[src/rtl/eun_pkg.sv]
`default_nettype none
package eun_pkg;

  localparam int COORD_W       = 32;
  localparam int OUT_FRAC_BITS = 30;
  localparam int FIELD_W       = 32;
  localparam int MAG_W         = 30;

  localparam int DIFF_W  = COORD_W + 1;
  localparam int PROD_W  = 2 * DIFF_W;
  localparam int CROSS_W = PROD_W + 1;
  localparam int GRP_N   = (CROSS_W + 7) / 8;
  localparam int LEN_W   = $clog2(CROSS_W + 1);

  localparam int RAD_W    = 2 * MAG_W + 4;
  localparam int ROOT_W   = RAD_W / 2;
  localparam int REM_W    = ROOT_W + 2;
  localparam int SQ_ITERS = RAD_W / 2;
  localparam int SQ_STG   = (SQ_ITERS + 1) / 2;

  localparam int DREM_W = ROOT_W + 1;
  localparam int Q_W    = OUT_FRAC_BITS + 2;
  localparam int DV_STG = (Q_W + 1) / 2;
  localparam int NEG_W  = ((Q_W > FIELD_W) ? Q_W : FIELD_W) + 1;

  localparam int QDEPTH = 2;
  localparam int QPTR_W = $clog2(QDEPTH);
  localparam int QCNT_W = $clog2(QDEPTH + 1);

  typedef enum logic [1:0] {
    MODE_LINE  = 2'd0,
    MODE_TRI   = 2'd1,
    MODE_QUAD  = 2'd2,
    MODE_UNSUP = 2'd3
  } mode_t;

  typedef enum logic [1:0] {
    ST_OK    = 2'd0,
    ST_DEGEN = 2'd1,
    ST_UNSUP = 2'd2
  } status_t;

  typedef struct packed {
    logic [1:0]                 mode;
    logic signed [FIELD_W-1:0]  x0;
    logic signed [FIELD_W-1:0]  y0;
    logic signed [FIELD_W-1:0]  z0;
    logic signed [FIELD_W-1:0]  x1;
    logic signed [FIELD_W-1:0]  y1;
    logic signed [FIELD_W-1:0]  z1;
    logic signed [FIELD_W-1:0]  x2;
    logic signed [FIELD_W-1:0]  y2;
    logic signed [FIELD_W-1:0]  z2;
  } in_word_t;

  typedef struct packed {
    logic signed [FIELD_W-1:0]  norm_x;
    logic signed [FIELD_W-1:0]  norm_y;
    logic signed [FIELD_W-1:0]  norm_z;
    logic [1:0]                 status;
  } out_word_t;

  // normalized magnitudes handed from front to back
  typedef struct packed {
    logic [2:0][MAG_W-1:0] mag;
    logic [2:0]            neg;
    logic [1:0]            status;
  } qword_t;

  typedef struct packed {
    logic full;
    logic empty;
  } q_stat_t;

endpackage
`default_nettype wire

[src/rtl/eun_fifo.sv]
`default_nettype none
module eun_fifo (
  input  wire logic             clk,
  input  wire logic             rst_n,
  input  wire logic             push,
  input  wire eun_pkg::qword_t  push_data,
  input  wire logic             pop,
  output eun_pkg::qword_t       pop_data,
  output eun_pkg::q_stat_t      q_stat
);

  localparam int PTW = eun_pkg::QPTR_W;
  localparam int CNW = eun_pkg::QCNT_W;

  eun_pkg::qword_t mem_r [eun_pkg::QDEPTH];
  logic [PTW-1:0]  wr_ptr_r, rd_ptr_r;
  logic [CNW-1:0]  cnt_r, cnt_nxt;

  assign cnt_nxt      = cnt_r + CNW'(push) - CNW'(pop);
  assign q_stat.full  = (cnt_r == CNW'(eun_pkg::QDEPTH));
  assign q_stat.empty = (cnt_r == '0);
  assign pop_data     = mem_r[rd_ptr_r];

  always_ff @(posedge clk) begin
    if (!rst_n) begin
      wr_ptr_r <= '0;
      rd_ptr_r <= '0;
      cnt_r    <= '0;
    end else begin
      if (push) wr_ptr_r <= wr_ptr_r + PTW'(1);
      if (pop)  rd_ptr_r <= rd_ptr_r + PTW'(1);
      cnt_r <= cnt_nxt;
    end
  end

  always_ff @(posedge clk) begin
    if (push) mem_r[wr_ptr_r] <= push_data;
  end

endmodule
`default_nettype wire

[config.mk]
export PLATFORM = sky130hd
export DESIGN_NAME = eun_fifo
export DESIGN_NICKNAME = d
export VERILOG_FILES = /design/src/rtl/eun_pkg.sv /design/src/rtl/eun_fifo.sv
export SDC_FILE = /design/constraint.sdc
export NUM_CORES = 1
export LEC_CHECK = 0
export ABC_AREA = 1
export BUFFER_PORTS_ARGS = -buffer_cell sky130_fd_sc_hd__buf_2
export CAP_MARGIN = 20
export CORE_MARGIN = 2
export CORE_UTILIZATION = 56
export DETAILED_ROUTE_END_ITERATION = 10
export PLACE_DENSITY_LB_ADDON = 0.12
export SYNTH_ARGS = -nofsm -noshare
export SYNTH_HDL_FRONTEND = slang
export SYNTH_SLANG_ARGS = --single-unit
[constraint.sdc]
create_clock -name clk -period 14.3 [get_ports clk]
set_input_delay 2.86 -clock clk [delete_from_list [all_inputs] [get_ports clk]]
set_output_delay 2.86 -clock clk [all_outputs]
set_load 0.01 [all_outputs]
==> results of run 1 <==
-- critical path, stage by stage (launching register included) --
cell,delay (ns)
dfxtp_4,0.71
buf_4,0.84
mux2_2,0.42
buf_2,0.14
-- metrics by stage --
| stage | util | area, um^2 |
|---|---|---|
| 6_report | 0.717 | 9080 |
| 2_1_floorplan | - | 7290 |
| 4_1_cts | 0.717 | 9080 |
| 3_5_place_dp | 0.664 | 8420 |
| 3_3_place_gp | 0.664 | 8420 |
| 5_1_grt | 0.717 | 9080 |
-- cells by family (layout without fill, tap and decap cells) --
kind of cell,after synthesis,in the layout,share of synthesized area
AOI/OAI and AO/OA,1,1,0.000685
adders and majority gates,2,2,0.00343
buffers and inverters,19,238,0.0182
DFF,195,195,0.796
muxes,95,95,0.172
and+or+nand+nor,18,18,0.00943
-- cells in the final DEF, fill, tap and decap left out, types with 2 or more instances in the layout --
cell	netlist	routed
bufinv_16	0	6
dfxtp_1	5	4
mux2_4	50	50
clkinv_2	0	3
buf_2	4	195
clkbuf_16	0	17
edfxtp_1	190	190
clkinv_4	0	2
buf_4	0	3
inv_1	8	7
clkinvlp_4	0	3
nand2_1	8	8
nor2_1	9	8
ha_1	2	2
mux2_2	45	45
-- worst paths after layout --
path                         startpoint                endpoint  slack [ns]  cells after the start
setup / recovery               register            pop_data[94]        8.84                      3
hold reg to reg   rd_ptr_r$_SDFFE_PN0P_                register        0.52                      2
setup reg to reg  wr_ptr_r$_SDFFE_PN0P_  mem_r[0][52]$_DFFE_PP_       11.97                      2
hold / removal    rd_ptr_r$_SDFFE_PN0P_                register        0.52                      2
-- cell type report --
type | instances | area [um^2] | share of cell area
Clock buffer | 18 | 429 | 0.0472
Clock inverter | 14 | 235 | 0.0259
Tap cell | 172 | 215 | 0.0237
Timing Repair Buffer | 198 | 998 | 0.110
Inverter | 8 | 32.5 | 0.00358
Sequential cell | 195 | 5810 | 0.640
Multi-Input combinational cell | 116 | 1360 | 0.150
-- routing by layer --
| metal | vias to the layer above | part of all wire | GRT usage |
|---|---|---|---|
| li1 | 1695 | - | - |
| met1 | 1754 | 0.40 | 0.216 |
| met2 | 136 | 0.51 | 0.303 |
| met3 | 25 | 0.067 | 0.0598 |
| met4 | 0 | 0.027 | 0.102 |
| met5 | - | 0 | 0 |
-- power by group through the flow --
stage | Combinational (W) | Sequential (W) | Clock, W
6_report | 0.000121 | 0.000673 | 0.000520
5_1_grt | 0.000130 | 0.000676 | 0.000549
4_1_cts | 0.000122 | 0.000673 | 0.000529
3_5_place_dp | 0.000122 | 0.000686 | 0
3_3_place_gp | 0.000119 | 0.000684 | 0
2_1_floorplan | 0.0000758 | 0.000682 | 0
-- sequential cells by signal, indices dropped and copies added, names as in the netlist, named ones only --
name,count
mem_r,190
cnt_r,2
rd_ptr_r,1
wr_ptr_r,1
==> results.md, run 1 <==
- CP max FO: just under 60
- Number of synthesized flops with an enable pin: 190
- CP Capture Type: primary output
- Leak: roughly 3.6 nW
- Antenna fix cells: 0
- Hold Path Class: register to register
- PortBufs: 195
- Largest net degree at the start of global routing: between 60 and 70
- Slew Limit Fails: 0
- DRC viols: 0
- Syn Nets: 431
- Initial DRC Count: 257
- Non-Filler Instances: slightly above 700
- Endpoints failing setup: 0
- Nets: 637
- Layout area overhead: 24.5%
- Total Die Area: between 10000 and 15000 um^2
- Initial antenna violation count: 0
- Reg clk slew, reported paths: about 0.06 ns
- Ports: around 200
- Total track usage: 0.185
- Average wire per standard cell: between 15 and 20 um
- Sequential Power Share: 0.512
- Max cap viols: 0
- H-tree level count: 4
- Detailed-placement wirelength estimate: between 8 and 9 mm
- CTS sink cnt: between 150 and 200
- Core area: 12700 um^2
- Overflow after GRT: 0
- Final Critical Period: 5.46 ns
- Std-Cell Rows: 41
- Asr flop ratio synth: 0
- Yosys cell types: 13
- Post-CTS Hold Buffers: 0
- Final Cycle Share: 0.382
- Fin Hold WS: ~0.52 ns
- Syn Inst Count: 330
- Final Skew: ~0.005 ns
- Cts bufs inserted: 17
- Relative slew slack: 0.342
- Final hold vios: 0
- Initial core utilization: 0.576
- PwrDens: 145 nW/um^2
- Post-synth top area share: 0.782
- Tot Pwr: 0.00131 W
- Top cells by count, synth: 190 x edfxtp_1, 50 x mux2_4, 45 x mux2_2
- Switch Pwr: between 0.0002 and 0.0003 W
- Vias in the first global route: between 3000 and 4000
- Cts repair resizes: 0
- Worst-Margin Slew: 0.986 ns
- Root buf cell: clkbuf_16
- Switching Share: 0.201
- Crit path kind: register to primary output
- TritonCTS clock tree: yes
- GP Congestion: 0.728
- Maximum vdd drop: between 80 and 90 uV
- Status: finished clean
- Post-synth top flop: edfxtp_1
- Setup Total Neg Slack: 0 ns
- Die span in x: roughly 120 um
- CP arrival: roughly 2.6 ns
- Startpoint types: register
- Vias per inst: 5.01
- Combinational share of power: 0.092
- Count leader, synth: edfxtp_1
- Antenna Nets Post-Route: 0
- Post-Place Worst Slack: a little over 9 ns
- Pint: roughly 0.0010 W
- Share of layout cells above drive strength 1: 0.596
- Clock buffer depth: 2
- Req. time, crit path: between 10 and 15 ns
- Top cells by area, synth: edfxtp_1 78%, mux2_4 10%, mux2_2 6.9%
- Worst-Skew Late Latency: around 0.42 ns
- Global-route wire length before repair: ~19 mm
- WL final: around 13 mm
- Dominant cell type by area after synthesis: edfxtp_1
- Die Y: between 100 and 150 um
- # fillers: between 800 and 900
- #FFs+latches synth: a little under 200
- Post-Place Cells: around 700
- DRT Pass-1 Iters: 4
- Seq/Total Area, Yosys: 0.796
- Peak Freq: between 150 and 200 MHz
- Postcts setup bufs: 0
- Syn. warnings: 0
- Final worst slack: a little under 9 ns
- Syn Area/Cell: about 22 um^2
- Routed via count: approximately 3600
- Clk pwr share: 0.396
- Mapped cell area: 7290 um^2
- RSZ-0062 raised after global routing: false
Power figures use the tool's default switching activity.
==> inputs of run 2 (changes only) <==
- ABC_AREA: 1 -> 0
- CORE_UTILIZATION: 56 -> 47
- clock period: 14.3 -> 4.44 ns (I/O delays scaled with it)
==> run 2 against run 1 <==
- design area is 0.19% lower
- sequential share of layout area is 0.12 points higher
- final cell count is 0.69% higher
- power grew to 3.2 times the previous value
- die area is 18% higher
- register-to-register slack worse by 9.4 ns
- core utilization is 12 points lower
- clock skew hardly changed
- synthesized area hardly changed
- worst hold slack better by 0.073 ns
- non-clock buffer count is 3 higher
- routed wire length is 1.6% higher
- highest routed layer unchanged
==> results.md, run 2 <==
- Worst-Skew Late Latency: 0.42 ns
- TritonCTS clock tree: yes
- Postcts setup bufs: 0
- Final Skew: 0.00469 ns
- CP arrival: ~2.1 ns
- Post-Place Cells: 695
- PortBufs: 195
- Yosys cell types: 15
- Met3 Routed Length: about 1000 um
- GP Congestion: 0.731
- Initial DRC Count: between 200 and 250
- RSZ-0062 raised after global routing: false
- PwrDens: 458 nW/um^2
- Slew Limit Fails: 0
- Reg clk slew, reported paths: 0.06 ns
- Peak Freq: about 330 MHz
- Syn. warnings: 0
- Syn Inst Count: 317
- Vias in the first global route: roughly 3700
- Post-synth top flop: edfxtp_1
- Layout area overhead: 24.4%
- Share of layout cells above drive strength 1: 0.606
- Post-synth top area share: 0.783
- Dominant cell type by area after synthesis: edfxtp_1
- Total track usage: 0.156
- Final Cycle Share: 0.683
- Average wire per standard cell: between 15 and 20 um
- Worst-Margin Slew: about 0.8 ns
- CP max FO: 40
- #FFs+latches synth: 195
- Startpoint types: register
- Global-route wire length before repair: around 19 mm
- Nets: about 630
- Leak: ~3.5 nW
- Post-CTS Hold Buffers: 0
- Largest net degree at the start of global routing: 55
- Min-delay src: rd_ptr_r$_SDFFE_PN0P_
- Cts bufs inserted: 17
- Largest regs: mem_r x190, cnt_r x2
- Syn Nets: ~420
- Worst r2r src: wr_ptr_r$_SDFFE_PN0P_
- R2R cell count: 2
- Detailed-placement wirelength estimate: around 8 mm
- Number of synthesized flops with an enable pin: 190
- Max stage delay on crit path: 0.79 ns
- Max cap viols: 0
- Most frequent cells in the layout: 195 x buf_2, 190 x edfxtp_1, 50 x mux2_4
- Clock buffer depth: 2
- Antenna fix cells: 0
- Core area: about 15000 um^2
- End of the critical path: pop_data[15]
- Overflow after GRT: 0
- Final Critical Period: approximately 3 ns
- Ports: ~200
- Maximum vdd drop: around 270 uV
- Largest reg by FF count: mem_r
- CP Capture Type: primary output
- Die span in x: roughly 130 um
- Req. time, crit path: roughly 3.6 ns
- FF-to-FF setup slack: 2.55 ns
- Top cells by area, synth: edfxtp_1 78%, mux2_4 10%, mux2_2 7.0%
- Asr flop ratio synth: 0
- DR top layer: met4
- DRT Pass-1 Iters: 4
- Relative slew slack: 0.479
- Initial core utilization: 0.480
- Slowest CP cell: dfxtp_4
- DRC viols: 0
- Crit path kind: register to primary output
- Seq/Total Area, Yosys: 0.796
- Mapped cell area: about 7300 um^2
- Routed via count: 3623
- Cts repair resizes: 0
- Setup Total Neg Slack: 0 ns
- Die Y: ~130 um
- Capturing point of the worst reg2reg path: mem_r[1][52]$_DFFE_PP_
- Critical path cell sequence: buf_4 > mux2_2 > buf_2
- Total Die Area: 16500 um^2
- Root buf cell: clkbuf_16
- Top cells by count, synth: 190 x edfxtp_1, 50 x mux2_4, 45 x mux2_2
- Endpoints failing setup: 0
- Hold Path Class: register to register
- Std-Cell Rows: between 40 and 50
- Count leader, synth: edfxtp_1
- Non-Filler Instances: 726
- WL final: around 13 mm
- CTS sink cnt: 195
- Antenna Nets Post-Route: 0
- Syn Area/Cell: ~23 um^2
- Largest register FFs: between 150 and 200
- Final hold vios: 0
- H-tree level count: 4
- Vias per inst: around 5
- Status: finished clean
- Commonest non-fill, non-tap cell in the layout: buf_2
- Metal-1 WL: roughly 5.3 mm
- Initial antenna violation count: 0
- Routed length on met2: between 6 and 7 mm
[run 2: how the worst min path moves through the flow]
stage | endpoint | slack, ns | cells after the start
floorplan | register | 0.55 | 2
global placement | rd_ptr_r$_SDFFE_PN0P_ | 0.58 | 2
detailed placement | rd_ptr_r$_SDFFE_PN0P_ | 0.58 | 2
CTS | rd_ptr_r$_SDFFE_PN0P_ | 0.59 | 2
global route | mem_r[0][21]$_DFFE_PP_ | 0.63 | 1
finish | rd_ptr_r$_SDFFE_PN0P_ | 0.59 | 2
[run 2: cells by family after synthesis]
kind of cell,synth area share
adder cells (fa/ha/maj),0.00343
flip-flops,0.796
AND/OR/NAND/NOR,0.00738
buffers and inverters,0.0151
XOR/XNOR,0.00429
multiplexers,0.172
AO/OA/AOI/OAI,0.00103
[run 2: cell type report]
cell class | instances | area [um^2]
Clock inverter | 13 | 166
Fill cell | 1156 | 6140
Inverter | 2 | 7.51
Tap cell | 188 | 235
Multi-Input combinational cell | 109 | 1390
Sequential cell | 195 | 5810
Clock buffer | 18 | 429
Timing Repair Buffer | 201 | 1030
[run 2: routing by layer]
layer	vias up	GRT usage
li1	1670	-
met2	140	0.248
met4	0	0.0761
met1	1791	0.190
met3	22	0.0574
met5	-	0
[run 2: critical path: cells and delay by family, from the launching register on]
kind	cells	cell delay [ns]
DFF	1	0.79
buffers and inverters	2	0.52
muxes	1	0.38
[run 2: power by group]
part	internal, W	leakage (nW)	switching [W]
Combinational	0.000232	1.42	0.000206
Clock	0.000929	0.288	0.000616
Sequential	0.00213	1.83	0.0000413
[run 2: metrics by stage]
step	utilization	setup slack, ns	hold WS, ns	area [um^2]	total power, W
3_5_place_dp	0.557	1.82	0.578	8470	0.00265
5_1_grt	0.596	1.27	0.628	9070	0.00431
4_1_cts	0.596	1.36	0.593	9070	0.00420
2_1_floorplan	-	0.616	0.555	7290	0.00248
3_3_place_gp	0.557	1.82	0.575	8470	0.00264
6_report	0.596	1.41	0.591	9070	0.00415
